[config.mk]
export PLATFORM = sky130hd
export DESIGN_NAME = utf8_stream_decoder_core
export DESIGN_NICKNAME = d
export VERILOG_FILES = /design/src/rtl/u8sd_pkg.sv /design/src/rtl/u8sd_datapath.sv /design/src/rtl/u8sd_ctrl.sv /design/src/rtl/utf8_stream_decoder_core.sv
export SDC_FILE = /design/constraint.sdc
export NUM_CORES = 1
export LEC_CHECK = 0
export BUFFER_PORTS_ARGS = -buffer_cell sky130_fd_sc_hd__buf_2
export CORE_MARGIN = 2
export CORE_UTILIZATION = 30
export CTS_CLUSTER_SIZE = 8
export DETAILED_ROUTE_END_ITERATION = 8
export PLACE_DENSITY_LB_ADDON = 0.3
export SYNTH_ARGS = -nofsm -noshare
export SYNTH_HDL_FRONTEND = slang
export SYNTH_SLANG_ARGS = --single-unit
[constraint.sdc]
create_clock -name clk -period 5.6 [get_ports clk]
set_input_delay 0.84 -clock clk [delete_from_list [all_inputs] [get_ports clk]]
set_output_delay 0.84 -clock clk [all_outputs]
set_load 0.01 [all_outputs]
[src/rtl/u8sd_pkg.sv]
// Shared types and codes for the UTF-8 stream decoder controller and datapath.
package u8sd_pkg;

    // Classification of a byte handed to the datapath
    localparam logic [2:0] KIND_HOLD      = 3'd0;  // state update, no result
    localparam logic [2:0] KIND_ONE       = 3'd1;  // exactly one result now
    localparam logic [2:0] KIND_REJ_EOT   = 3'd2;  // sequence cut off by end of text
    localparam logic [2:0] KIND_REJ_VAL   = 3'd3;  // complete but unacceptable value
    localparam logic [2:0] KIND_REJ_FRESH = 3'd4;  // non-continuation while pending

    // Datapath operations
    localparam logic [2:0] OP_NONE      = 3'd0;
    localparam logic [2:0] OP_ACCEPT    = 3'd1;  // take a new byte from the port
    localparam logic [2:0] OP_EMIT_LEAD = 3'd2;  // emit negated lead byte
    localparam logic [2:0] OP_EMIT_BUF  = 3'd3;  // emit next negated buffered byte
    localparam logic [2:0] OP_EMIT_B    = 3'd4;  // emit negated held byte
    localparam logic [2:0] OP_FRESH     = 3'd5;  // reprocess held byte as a lead

    typedef struct packed {
        logic [2:0] op;
        logic       last;   // last result of this request
        logic       clear;  // drop the pending sequence
    } u8sd_cmd_t;

    typedef struct packed {
        logic [2:0] kind;
        logic       cnt_zero;     // no continuation buffered
        logic       idx_last;     // replay index at last buffered byte
        logic       fresh_emits;  // held byte gives a result when reprocessed
        logic       out_free;     // output register can take a result
    } u8sd_status_t;

endpackage

[src/rtl/u8sd_datapath.sv]
// Datapath: sequence state, continuation buffer, value checks and output register.
module u8sd_datapath
(
    input  logic                clk,
    input  logic                rst_n,
    input  logic [7:0]          byte_req,
    input  logic                end_of_text,
    input  u8sd_pkg::u8sd_cmd_t cmd,
    output u8sd_pkg::u8sd_status_t status,
    output logic                rune_valid,
    input  logic                rune_stall,
    output logic signed [21:0]  rune,
    output logic                malformed,
    output logic                last_of_run
);

    localparam logic [30:0] MAX_RUNE  = 31'h10ffff;
    localparam logic [30:0] NC_LO     = 31'h00fdd0;
    localparam logic [30:0] NC_HI     = 31'h00fdef;
    localparam logic [15:0] NC_FE     = 16'hfffe;
    localparam logic [15:0] NC_FF     = 16'hffff;
    localparam logic [30:0] PU0_LO    = 31'h00e000;
    localparam logic [30:0] PU0_HI    = 31'h00f8ff;
    localparam logic [30:0] PU1_LO    = 31'h0f0000;
    localparam logic [30:0] PU1_HI    = 31'h0ffffd;
    localparam logic [30:0] PU2_LO    = 31'h100000;
    localparam logic [30:0] PU2_HI    = 31'h10fffd;
    localparam logic [30:0] SURR_LO   = 31'h00d800;
    localparam logic [30:0] SURR_HI   = 31'h00dfff;

    // Shortest-form length, range and class checks on a completed value
    function automatic logic value_ok(input logic [30:0] v, input logic [2:0] n);
        logic [2:0] need;
        logic       ok;
        need = 3'd1;
        if (v >= 31'h80)      need = 3'd2;
        if (v >= 31'h800)     need = 3'd3;
        if (v >= 31'h10000)   need = 3'd4;
        if (v >= 31'h200000)  need = 3'd5;
        if (v >= 31'h4000000) need = 3'd6;
        ok = (need == n);
        if (v > MAX_RUNE) ok = 1'b0;
        if (v >= NC_LO && v <= NC_HI) ok = 1'b0;
        if (v[15:0] == NC_FE || v[15:0] == NC_FF) ok = 1'b0;
        if (v >= PU0_LO && v <= PU0_HI) ok = 1'b0;
        if (v >= PU1_LO && v <= PU1_HI) ok = 1'b0;
        if (v >= PU2_LO && v <= PU2_HI) ok = 1'b0;
        if (v >= SURR_LO && v <= SURR_HI) ok = 1'b0;
        return ok;
    endfunction

    // Sequence state
    logic [7:0]  lead_reg, lead_next;
    logic [2:0]  len_reg, len_next;
    logic [2:0]  cnt_reg, cnt_next;
    logic [30:0] acc_reg, acc_next;
    logic [1:0]  idx_reg, idx_next;
    logic [7:0]  cont_reg [4];
    logic [7:0]  byte_reg;
    logic        eot_reg;

    // Output register
    logic               valid_reg, valid_next;
    logic signed [21:0] rune_reg, rune_next;
    logic               mal_reg, mal_next;
    logic               last_reg, last_next;

    // Byte processing
    logic        is_proc;
    logic [7:0]  proc_byte;
    logic        proc_eot;
    logic        proc_pend;
    logic [30:0] acc_shift;
    logic [2:0]  cnt_inc;
    logic [2:0]  lead_len;
    logic [6:0]  lead_mask;
    logic [2:0]  kind;
    logic [21:0] proc_rune;
    logic        proc_mal;
    logic        cont_wr;
    logic        lead_ld;
    logic        emit;
    logic        out_free;

    assign out_free = !valid_reg || !rune_stall;

    // Classify the byte being processed
    always_comb
    begin
        is_proc   = (cmd.op == u8sd_pkg::OP_ACCEPT) || (cmd.op == u8sd_pkg::OP_FRESH);
        proc_byte = (cmd.op == u8sd_pkg::OP_ACCEPT) ? byte_req : byte_reg;
        proc_eot  = (cmd.op == u8sd_pkg::OP_ACCEPT) ? end_of_text : eot_reg;
        proc_pend = (cmd.op == u8sd_pkg::OP_ACCEPT) && (len_reg != 3'd0);
        acc_shift = {acc_reg[24:0], proc_byte[5:0]};
        cnt_inc   = cnt_reg + 3'd1;

        priority if (proc_byte < 8'he0)
            lead_len = 3'd2;
        else if (proc_byte < 8'hf0)
            lead_len = 3'd3;
        else if (proc_byte < 8'hf8)
            lead_len = 3'd4;
        else if (proc_byte < 8'hfc)
            lead_len = 3'd5;
        else
            lead_len = 3'd6;
        lead_mask = 7'h7f >> lead_len;

        kind      = u8sd_pkg::KIND_ONE;
        proc_rune = 22'd0 - {14'd0, proc_byte};
        proc_mal  = 1'b1;
        cont_wr   = 1'b0;
        lead_ld   = 1'b0;
        if (!proc_pend)
        begin
            if (proc_byte < 8'h80)
            begin
                proc_rune = {14'd0, proc_byte};
                proc_mal  = 1'b0;
            end
            else if (proc_byte >= 8'hc0 && proc_byte < 8'hfe && !proc_eot)
            begin
                kind    = u8sd_pkg::KIND_HOLD;
                lead_ld = 1'b1;
            end
        end
        else if (proc_byte[7:6] != 2'b10)
            kind = u8sd_pkg::KIND_REJ_FRESH;
        else if ({1'b0, cnt_reg} + 4'd2 >= {1'b0, len_reg})
        begin
            if (value_ok(acc_shift, len_reg))
            begin
                proc_rune = acc_shift[21:0];
                proc_mal  = 1'b0;
            end
            else
                kind = u8sd_pkg::KIND_REJ_VAL;
        end
        else
        begin
            cont_wr = 1'b1;
            kind    = proc_eot ? u8sd_pkg::KIND_REJ_EOT : u8sd_pkg::KIND_HOLD;
        end
    end

    // Next sequence state and output register
    always_comb
    begin
        lead_next  = lead_reg;
        len_next   = len_reg;
        cnt_next   = cnt_reg;
        acc_next   = acc_reg;
        idx_next   = idx_reg;
        emit       = 1'b0;
        rune_next  = rune_reg;
        mal_next   = mal_reg;
        last_next  = last_reg;

        unique case (cmd.op)
            u8sd_pkg::OP_ACCEPT, u8sd_pkg::OP_FRESH:
            begin
                idx_next = 2'd0;
                if (kind == u8sd_pkg::KIND_ONE)
                begin
                    emit      = 1'b1;
                    rune_next = proc_rune;
                    mal_next  = proc_mal;
                    last_next = 1'b1;
                    lead_next = 8'd0;
                    len_next  = 3'd0;
                    cnt_next  = 3'd0;
                    acc_next  = 31'd0;
                end
                else if (lead_ld)
                begin
                    lead_next = proc_byte;
                    len_next  = lead_len;
                    cnt_next  = 3'd0;
                    acc_next  = {24'd0, proc_byte[6:0] & lead_mask};
                end
                else if (cont_wr)
                begin
                    cnt_next = cnt_inc;
                    acc_next = acc_shift;
                end
            end
            u8sd_pkg::OP_EMIT_LEAD:
            begin
                emit      = 1'b1;
                rune_next = 22'd0 - {14'd0, lead_reg};
                mal_next  = 1'b1;
                last_next = cmd.last;
            end
            u8sd_pkg::OP_EMIT_BUF:
            begin
                emit      = 1'b1;
                rune_next = 22'd0 - {14'd0, cont_reg[idx_reg]};
                mal_next  = 1'b1;
                last_next = cmd.last;
                idx_next  = idx_reg + 2'd1;
            end
            u8sd_pkg::OP_EMIT_B:
            begin
                emit      = 1'b1;
                rune_next = 22'd0 - {14'd0, byte_reg};
                mal_next  = 1'b1;
                last_next = cmd.last;
            end
            default:
            begin
                emit = 1'b0;
            end
        endcase

        // Replay finished: the pending sequence is gone
        if (cmd.clear)
        begin
            lead_next = 8'd0;
            len_next  = 3'd0;
            cnt_next  = 3'd0;
            acc_next  = 31'd0;
        end

        if (emit)
            valid_next = 1'b1;
        else if (out_free)
            valid_next = 1'b0;
        else
            valid_next = valid_reg;
    end

    // Control state
    always_ff @(posedge clk or negedge rst_n)
    begin
        if (!rst_n)
        begin
            lead_reg  <= 8'd0;
            len_reg   <= 3'd0;
            cnt_reg   <= 3'd0;
            acc_reg   <= 31'd0;
            idx_reg   <= 2'd0;
            valid_reg <= 1'b0;
        end
        else
        begin
            lead_reg  <= lead_next;
            len_reg   <= len_next;
            cnt_reg   <= cnt_next;
            acc_reg   <= acc_next;
            idx_reg   <= idx_next;
            valid_reg <= valid_next;
        end
    end

    // Payload registers and continuation buffer
    always_ff @(posedge clk)
    begin
        rune_reg <= rune_next;
        mal_reg  <= mal_next;
        last_reg <= last_next;
        if (cmd.op == u8sd_pkg::OP_ACCEPT)
        begin
            byte_reg <= byte_req;
            eot_reg  <= end_of_text;
        end
        if (is_proc && cont_wr)
            cont_reg[cnt_reg[1:0]] <= proc_byte;
    end

    // Status toward the controller
    always_comb
    begin
        status.kind        = kind;
        status.cnt_zero    = (cnt_reg == 3'd0);
        status.idx_last    = ({1'b0, idx_reg} + 3'd1 == cnt_reg);
        status.fresh_emits = (byte_reg < 8'hc0) || (byte_reg >= 8'hfe) || eot_reg;
        status.out_free    = out_free;
    end

    assign rune_valid  = valid_reg;
    assign rune        = rune_reg;
    assign malformed   = mal_reg;
    assign last_of_run = last_reg;

endmodule

[src/rtl/u8sd_ctrl.sv]
// Controller: accepts bytes and sequences the replay of rejected sequences.
module u8sd_ctrl
(
    input  logic                   clk,
    input  logic                   rst_n,
    input  logic                   byte_valid,
    output logic                   byte_stall,
    input  u8sd_pkg::u8sd_status_t status,
    output u8sd_pkg::u8sd_cmd_t    cmd
);

    localparam logic [2:0] S_ACCEPT = 3'd0;
    localparam logic [2:0] S_LEAD   = 3'd1;
    localparam logic [2:0] S_BUF    = 3'd2;
    localparam logic [2:0] S_NEGB   = 3'd3;
    localparam logic [2:0] S_FRESH  = 3'd4;

    // What follows the replay of lead and buffered bytes
    localparam logic [1:0] F_NONE  = 2'd0;
    localparam logic [1:0] F_NEGB  = 2'd1;
    localparam logic [1:0] F_FRESH = 2'd2;

    logic [2:0] state_reg, state_next;
    logic [1:0] follow_reg, follow_next;
    logic [2:0] after_rej;
    logic       tail_empty;

    always_comb
    begin
        tail_empty = (follow_reg == F_NONE) ||
                     ((follow_reg == F_FRESH) && !status.fresh_emits);
        unique case (follow_reg)
            F_NEGB:  after_rej = S_NEGB;
            F_FRESH: after_rej = S_FRESH;
            default: after_rej = S_ACCEPT;
        endcase
    end

    // Next state and commands
    always_comb
    begin
        state_next  = state_reg;
        follow_next = follow_reg;
        cmd.op      = u8sd_pkg::OP_NONE;
        cmd.last    = 1'b0;
        cmd.clear   = 1'b0;
        byte_stall  = 1'b1;

        unique case (state_reg)
            S_ACCEPT:
            begin
                byte_stall = !status.out_free;
                if (byte_valid && status.out_free)
                begin
                    cmd.op = u8sd_pkg::OP_ACCEPT;
                    unique case (status.kind)
                        u8sd_pkg::KIND_REJ_EOT:
                        begin
                            follow_next = F_NONE;
                            state_next  = S_LEAD;
                        end
                        u8sd_pkg::KIND_REJ_VAL:
                        begin
                            follow_next = F_NEGB;
                            state_next  = S_LEAD;
                        end
                        u8sd_pkg::KIND_REJ_FRESH:
                        begin
                            follow_next = F_FRESH;
                            state_next  = S_LEAD;
                        end
                        default:
                        begin
                            state_next = S_ACCEPT;
                        end
                    endcase
                end
            end
            S_LEAD:
            begin
                if (status.out_free)
                begin
                    cmd.op     = u8sd_pkg::OP_EMIT_LEAD;
                    cmd.last   = status.cnt_zero && tail_empty;
                    cmd.clear  = status.cnt_zero;
                    state_next = status.cnt_zero ? after_rej : S_BUF;
                end
            end
            S_BUF:
            begin
                if (status.out_free)
                begin
                    cmd.op    = u8sd_pkg::OP_EMIT_BUF;
                    cmd.last  = status.idx_last && tail_empty;
                    cmd.clear = status.idx_last;
                    if (status.idx_last)
                        state_next = after_rej;
                end
            end
            S_NEGB:
            begin
                if (status.out_free)
                begin
                    cmd.op     = u8sd_pkg::OP_EMIT_B;
                    cmd.last   = 1'b1;
                    state_next = S_ACCEPT;
                end
            end
            S_FRESH:
            begin
                if (status.out_free)
                begin
                    cmd.op     = u8sd_pkg::OP_FRESH;
                    state_next = S_ACCEPT;
                end
            end
            default:
            begin
                state_next = S_ACCEPT;
            end
        endcase
    end

    always_ff @(posedge clk or negedge rst_n)
    begin
        if (!rst_n)
        begin
            state_reg  <= S_ACCEPT;
            follow_reg <= F_NONE;
        end
        else
        begin
            state_reg  <= state_next;
            follow_reg <= follow_next;
        end
    end

endmodule

[src/rtl/utf8_stream_decoder_core.sv]
// A byte that gives a single result shows it on the output register in the cycle after it
// is accepted. Throughput: one byte per cycle while the output is free, for valid text
// and for bytes that give one or no result. A rejected sequence replays one negated byte
// per cycle through the output register while it is free, so input is held for the replay
// and for reprocessing a byte that opens a new sequence and so gives no result of its own.
// Reset (rst_n low, asynchronous) clears the controller, sequence state and output valid;
// the continuation buffer is not cleared and is only read after being written.
module utf8_stream_decoder_core
(
    input  logic               clk,
    input  logic               rst_n,
    input  logic               byte_valid,
    output logic               byte_stall,
    input  logic [7:0]         byte_req,
    input  logic               end_of_text,
    output logic               rune_valid,
    input  logic               rune_stall,
    output logic signed [21:0] rune,
    output logic               malformed,
    output logic               last_of_run
);

    u8sd_pkg::u8sd_cmd_t    cmd;
    u8sd_pkg::u8sd_status_t status;

    u8sd_ctrl u_ctrl
    (
        .clk        (clk),
        .rst_n      (rst_n),
        .byte_valid (byte_valid),
        .byte_stall (byte_stall),
        .status     (status),
        .cmd        (cmd)
    );

    u8sd_datapath u_dp
    (
        .clk         (clk),
        .rst_n       (rst_n),
        .byte_req    (byte_req),
        .end_of_text (end_of_text),
        .cmd         (cmd),
        .status      (status),
        .rune_valid  (rune_valid),
        .rune_stall  (rune_stall),
        .rune        (rune),
        .malformed   (malformed),
        .last_of_run (last_of_run)
    );

endmodule

==> results of run 1 <==
==> metal layers <==
layer | share of wire (%) | routed length [um] | vias up | GRT usage, %
met3 | 6.6 | 1250 | 37 | 2.94
li1 | - | - | 2497 | -
met2 | 45 | 8570 | 228 | 24.6
met4 | 2.3 | 445 | 0 | 5.65
met1 | 46 | 8690 | 2598 | 24.4
met5 | 0 | 0 | - | 0
==> kinds of logic (layout without fill, tap and decap cells) <==
group | Yosys count | in the layout | synth area share [%]
AO/OA/AOI/OAI | 169 | 169 | 17.0
XOR/XNOR | 20 | 20 | 2.67
adder cells (fa/ha/maj) | 18 | 18 | 3.55
buffers and inverters | 88 | 116 | 5.90
flip-flops | 112 | 112 | 46.3
multiplexers | 26 | 26 | 5.74
AND/OR/NAND/NOR | 231 | 231 | 18.8
==> path summary, 6_finish.rpt <==
check	startpoint	endpoint	slack, ps	cells after the start
max	byte_valid	u_dp.rune[15]	610	17
min	u_dp.eot_reg	u_dp.eot_reg	490	2
max reg2reg	u_ctrl.state_reg[1]	u_dp.rune[15]	780	16
min reg2reg	u_dp.eot_reg	u_dp.eot_reg	490	2
max in group asynchronous	rst_n	u_dp.len_reg[0]	4530	2
min in group asynchronous	rst_n	u_dp.idx_reg[0]	570	2
==> power breakdown <==
group          total, mW  internal [mW]  switching [mW]
logic               1.26          0.458           0.799
registers           1.23           1.08           0.152
clock network      0.629          0.310           0.319
==> cell usage in the layout, fill, tap and decap left out, types with 16 or more instances in the layout <==
cell	instances
inv_1	46
nand2_1	58
buf_2	38
ha_1	17
nor3_1	16
nand3_1	33
nor2_1	42
a21oi_1	35
o21ai_0	29
dfrtp_1	47
o21ai_1	20
buf_4	16
edfxtp_1	56
==> layout make-up <==
class,instances,area (um2),share of cell area (%)
multi-input cells,464,3140,43.1
flip-flops and latches,112,3040,41.7
inverters,46,173,2.37
clock buffers,10,229,3.14
clock inverters,6,51.3,0.704
repair buffers,54,310,4.26
well taps,280,350,4.80
==> worst min-delay path: cells and delay by family, from the launching register on <==
| family | cells | cell delay, ps |
|---|---|---|
| simple gates | 2 | 120 |
| flops | 1 | 320 |
==> synth_stat cells, drive strengths merged (6+ instances only) <==
cell type  number
nor4           17
inv            46
mux4            8
nand3          33
nand2          59
o21a           14
edfxtp         56
dfxtp           9
buf            19
xnor2          12
o211ai          6
o31ai          15
ha             17
o21ai          49
dfrtp          47
clkbuf         23
mux2           13
and3            6
and2            8
xor2            8
nor2           43
nand4          11
nor3           18
a21oi          36
==> metrics by stage <==
step	hold slack (ps)	setup slack (ps)	utilization [%]	total power [mW]
2_1_floorplan	428	124	-	2.09
3_3_place_gp	459	483	32.4	2.49
3_5_place_dp	466	348	32.4	2.49
4_1_cts	477	731	33.7	3.12
5_1_grt	505	298	33.7	3.30
6_report	491	610	33.7	3.12
==> qor.txt, run 1 <==
clock period minus worst slack: 4990 ps
Peak VDD IR: 190 uV
CTS sink count: 112
post-CTS setup buffers: 0
# diodes: 0
Detailed Route WL: 19.0 mm
WP buf/inv: 4
period utilization: 89.1%
CTS tree: yes
Syn Std Cell Area: 0.00656 mm2
final setup violating endpoints: 0
post-synth top area cell: edfxtp_1
Finished Cell Area: 0.00729 mm2
post-synth top area share: 25.6%
initial DRC count: 632
Synth Register Bits: 112
post-DP HPWL: 14.0 mm
Clock Path Buffers: 2
Cells after DPL: 956
CTS buffer count: 9
row cnt: 54
GRT Overall Usage: 16.6%
final clock skew: 15.4 ps
worst slew pin tran: 1130 ps
status: finished, final reports clean
H-tree depth: 3
Post-Route Setup TNS: 0 ps
EDFF count, synth: 56
syn_area_per_cell: 9.87 um2
Worst slew margin: 24.4%
largest net degree at the start of global routing: 48
nets@finish: 718
final-layout fill cell count: 2251
hold-fix buffers at CTS: 0
routed vias: 5360
gp weighted congestion: 0.945
power density cells: 427 mW/mm2
count of final hold-check violations: 0
synthesis warning total: 0
total leakage power: 2.78 nW
Setup crit start kind: primary input
most frequent cell on the critical path: nor2_1
vias in the first global route: 5065
DIE AREA: 0.0231 mm2
Slew Limit Fails: 0
critical path arrival: 5020 ps
core area: 0.0216 mm2
Worst-path clk slew: 80 ps
RSZ-0062 raised after global routing: no
max FFs per register: 32
CP max stage delay: 550 ps
layout cell share with drive strength beyond 1: 14.5%
Top delay family on crit path: simple AND/OR/NAND/NOR gates
crit path capture type: flop
worst-path fanout max: 21
post-synthesis cell count: 664
DRC: 0
post-cts sizing count: 0
Layout Cells excl Fill: 972
FFs w/ async S/R, synth: 42.0%
CP max-delay cell: or3b_1
Min-Delay Path Class: reg -> reg
sequential-to-total area share from yosys stat: 46.3%
critical setup path kind: in -> reg
PortBufs: 38
root buf cell: clkbuf_16
Max Cap Viol: 0
fmax: 200 MHz
vias per std cell: 5.51
post-route ant nets: 0
Die Width: 152 um
Pre-antenna DRT Iters: 5
worst path required time: 5630 ps
num ports: 39
Worst-Skew Late Latency: 360 ps
Net Count, Synth: 695
initial antenna violation count: 0
synthesis-to-layout area growth: 11.2%
Initial Util: 30.3%
first-pass GRT wire length: 30.0 mm
top_reg_cell synth: edfxtp_1
CP Cell Sequence: buf_2 > or3b_1 > nor2_1 > buf_4 > nor2_1 > a21oi_1 > inv_1 > ha_1 > nor4_1 > o211ai_1 > a22oi_1 > nand4_1 > nor3_2 > nor2_1 > o22a_1 > a21oi_2 > buf_4
Remaining Overflow, GRT: 0
Die Y: 152 um
Post-DP Area: 0.00701 mm2
Synth area leaders: edfxtp_1 26%, dfrtp_1 18%, nand2_1 3.3%
Distinct cells, synth: 77
DR WL/cell: 19.5 um
No activity file was read; power rests on OpenSTA's default activity.
==> inputs of run 2 (changes only) <==
--- a/config.mk
+++ b/config.mk
@@ -7,7 +7,7 @@
 export LEC_CHECK = 0
 export BUFFER_PORTS_ARGS = -buffer_cell sky130_fd_sc_hd__buf_2
 export CORE_MARGIN = 2
-export CORE_UTILIZATION = 30
+export CORE_UTILIZATION = 45
 export CTS_CLUSTER_SIZE = 8
 export DETAILED_ROUTE_END_ITERATION = 8
 export PLACE_DENSITY_LB_ADDON = 0.3
==> qor.txt, run 2 (synthesized netlist as in run 1, its figures left out) <==
Slew Limit Fails: 0
RSZ-0062 raised after global routing: no
pre-CTS WS: 413 ps
total leakage power: 2.80 nW
worst setup path start: byte_valid
count of final hold-check violations: 0
worst slew pin tran: 1150 ps
num ports: 39
largest net degree at the start of global routing: 48
commonest non-fill, non-tap cell in the layout: nand2_1
Clock Path Buffers: 2
final clock skew: 15.4 ps
reg2reg end: u_dp.acc_reg[0]
vias per std cell: 6.23
initial DRC count: 785
critical path arrival: 5160 ps
DRC: 0
Seq pwr share: 38.5%
Worst-Skew Late Latency: 370 ps
PortBufs: 38
Detailed Route WL: 18.8 mm
final setup violating endpoints: 0
Min-Delay Path Class: reg -> reg
max FFs per register: 32
gp weighted congestion: 1.02
period utilization: 87.8%
Initial Util: 45.6%
Max Cap Viol: 0
routed vias: 5461
switching part of the total power: 40.3%
reg2reg start: u_ctrl.state_reg[1]
Setup crit start kind: primary input
share of power burned in combinational logic: 40.1%
reg2reg path depth: 15
power density cells: 446 mW/mm2
Die Width: 125 um
DIE AREA: 0.0156 mm2
hold path startpoint: u_dp.eot_reg
row cnt: 44
hold-fix buffers at CTS: 0
Worst slew margin: 23.0%
core area: 0.0144 mm2
fmax: 203 MHz
Peak VDD IR: 210 uV
Total Power: 3.22 mW
CTS sink count: 112
most frequent cells in the layout: 58 x nand2_1, 56 x edfxtp_1, 47 x dfrtp_1
Die Y: 125 um
worst path required time: 5850 ps
synthesis-to-layout area growth: 9.92%
post-DP HPWL: 13.9 mm
Remaining Overflow, GRT: 0
post-CTS setup buffers: 0
DR WL/cell: 21.5 um
layout cell share with drive strength beyond 1: 14.5%
Hold WS: 512 ps
Post-Route Setup TNS: 0 ps
GRT Overall Usage: 24.4%
hold path cells: 2
Worst-path clk slew: 80 ps
H-tree depth: 3
initial antenna violation count: 0
nets@finish: 718
CTS tree: yes
first-pass GRT wire length: 29.6 mm
Pre-antenna DRT Iters: 5
Hold Path End: u_dp.eot_reg
critical setup path kind: in -> reg
post-cts sizing count: 0
root buf cell: clkbuf_16
internal power: 1.92 mW
# diodes: 0
status: finished, final reports clean
worst-path fanout max: 20
fin worst setup slack: 685 ps
clock power share: 21.4%
final-layout fill cell count: 1315
CTS buffer count: 9
P_sw: 1.30 mW
clock period minus worst slack: 4910 ps
crit path capture type: flop
vias in the first global route: 5352
post-route ant nets: 0
R2R setup slack: 860 ps
## run 2: changes by cell type in the layout (fill, tap and decap cells not counted), sizes merged
cell / previous run / this run
bufinv: 0 / 1
clkbuf: 10 / 11
clkinvlp: 2 / 0
clkinv: 1 / 2
inv: 49 / 48
## run 2: worst max-delay path, cell delays in order
cell and delay (ps):
buf_2 120, or3b_1 530, nor2_1 290, nor2_1 70, a21oi_1 200, inv_1 190
ha_1 290, nor4_1 340, o211ai_1 140, a22oi_1 190, nand4_1 220, nor4_4 370
o221ai_2 130, buf_4 230, nand2b_1 610, mux2_2 410
## run 2: per-layer routing
| metal | GRT usage (%) | share of wire, % | vias up |
|---|---|---|---|
| met4 | 10.6 | 3.4 | 0 |
| li1 | - | - | 2505 |
| met2 | 37.6 | 47 | 232 |
| met3 | 5.84 | 6.9 | 50 |
| met1 | 32.9 | 42 | 2674 |
| met5 | 0 | 0 | - |
## run 2: final cells by class
class	count	area, um2	area share, %
clock buffers	11	254	3.52
well taps	184	230	3.19
multi-input cells	464	3140	43.6
repair buffers	54	310	4.31
clock inverters	5	61.3	0.851
inverters	46	173	2.40
flip-flops and latches	112	3040	42.2
## run 2: worst max path at each step
stage	endpoint	depth (start not counted)
6_report	u_dp.acc_reg[0]	16
5_1_grt	u_dp.acc_reg[0]	16
4_1_cts	u_dp.acc_reg[0]	16
3_5_place_dp	u_dp.acc_reg[0]	16
3_3_place_gp	u_dp.acc_reg[2]	17
2_1_floorplan	u_dp.rune[0]	18
## run 2: power by group through the flow
stage	Sequential, mW	Clock, mW	Combinational (mW)
floorplan	1.21	0	0.879
global placement	1.24	0	1.24
detailed placement	1.25	0	1.26
CTS	1.23	0.701	1.27
global route	1.25	0.727	1.39
finish	1.24	0.690	1.29
## run 2: through the flow
stage | instances | cell area [um2] | util, %
after global placement | 860 | 6890 | 48.0
final | 876 | 7210 | 50.2
after CTS | 876 | 7210 | 50.2
after global routing | 876 | 7210 | 50.2
after floorplan | 664 | 6560 | -
after detailed placement | 860 | 6890 | 48.0
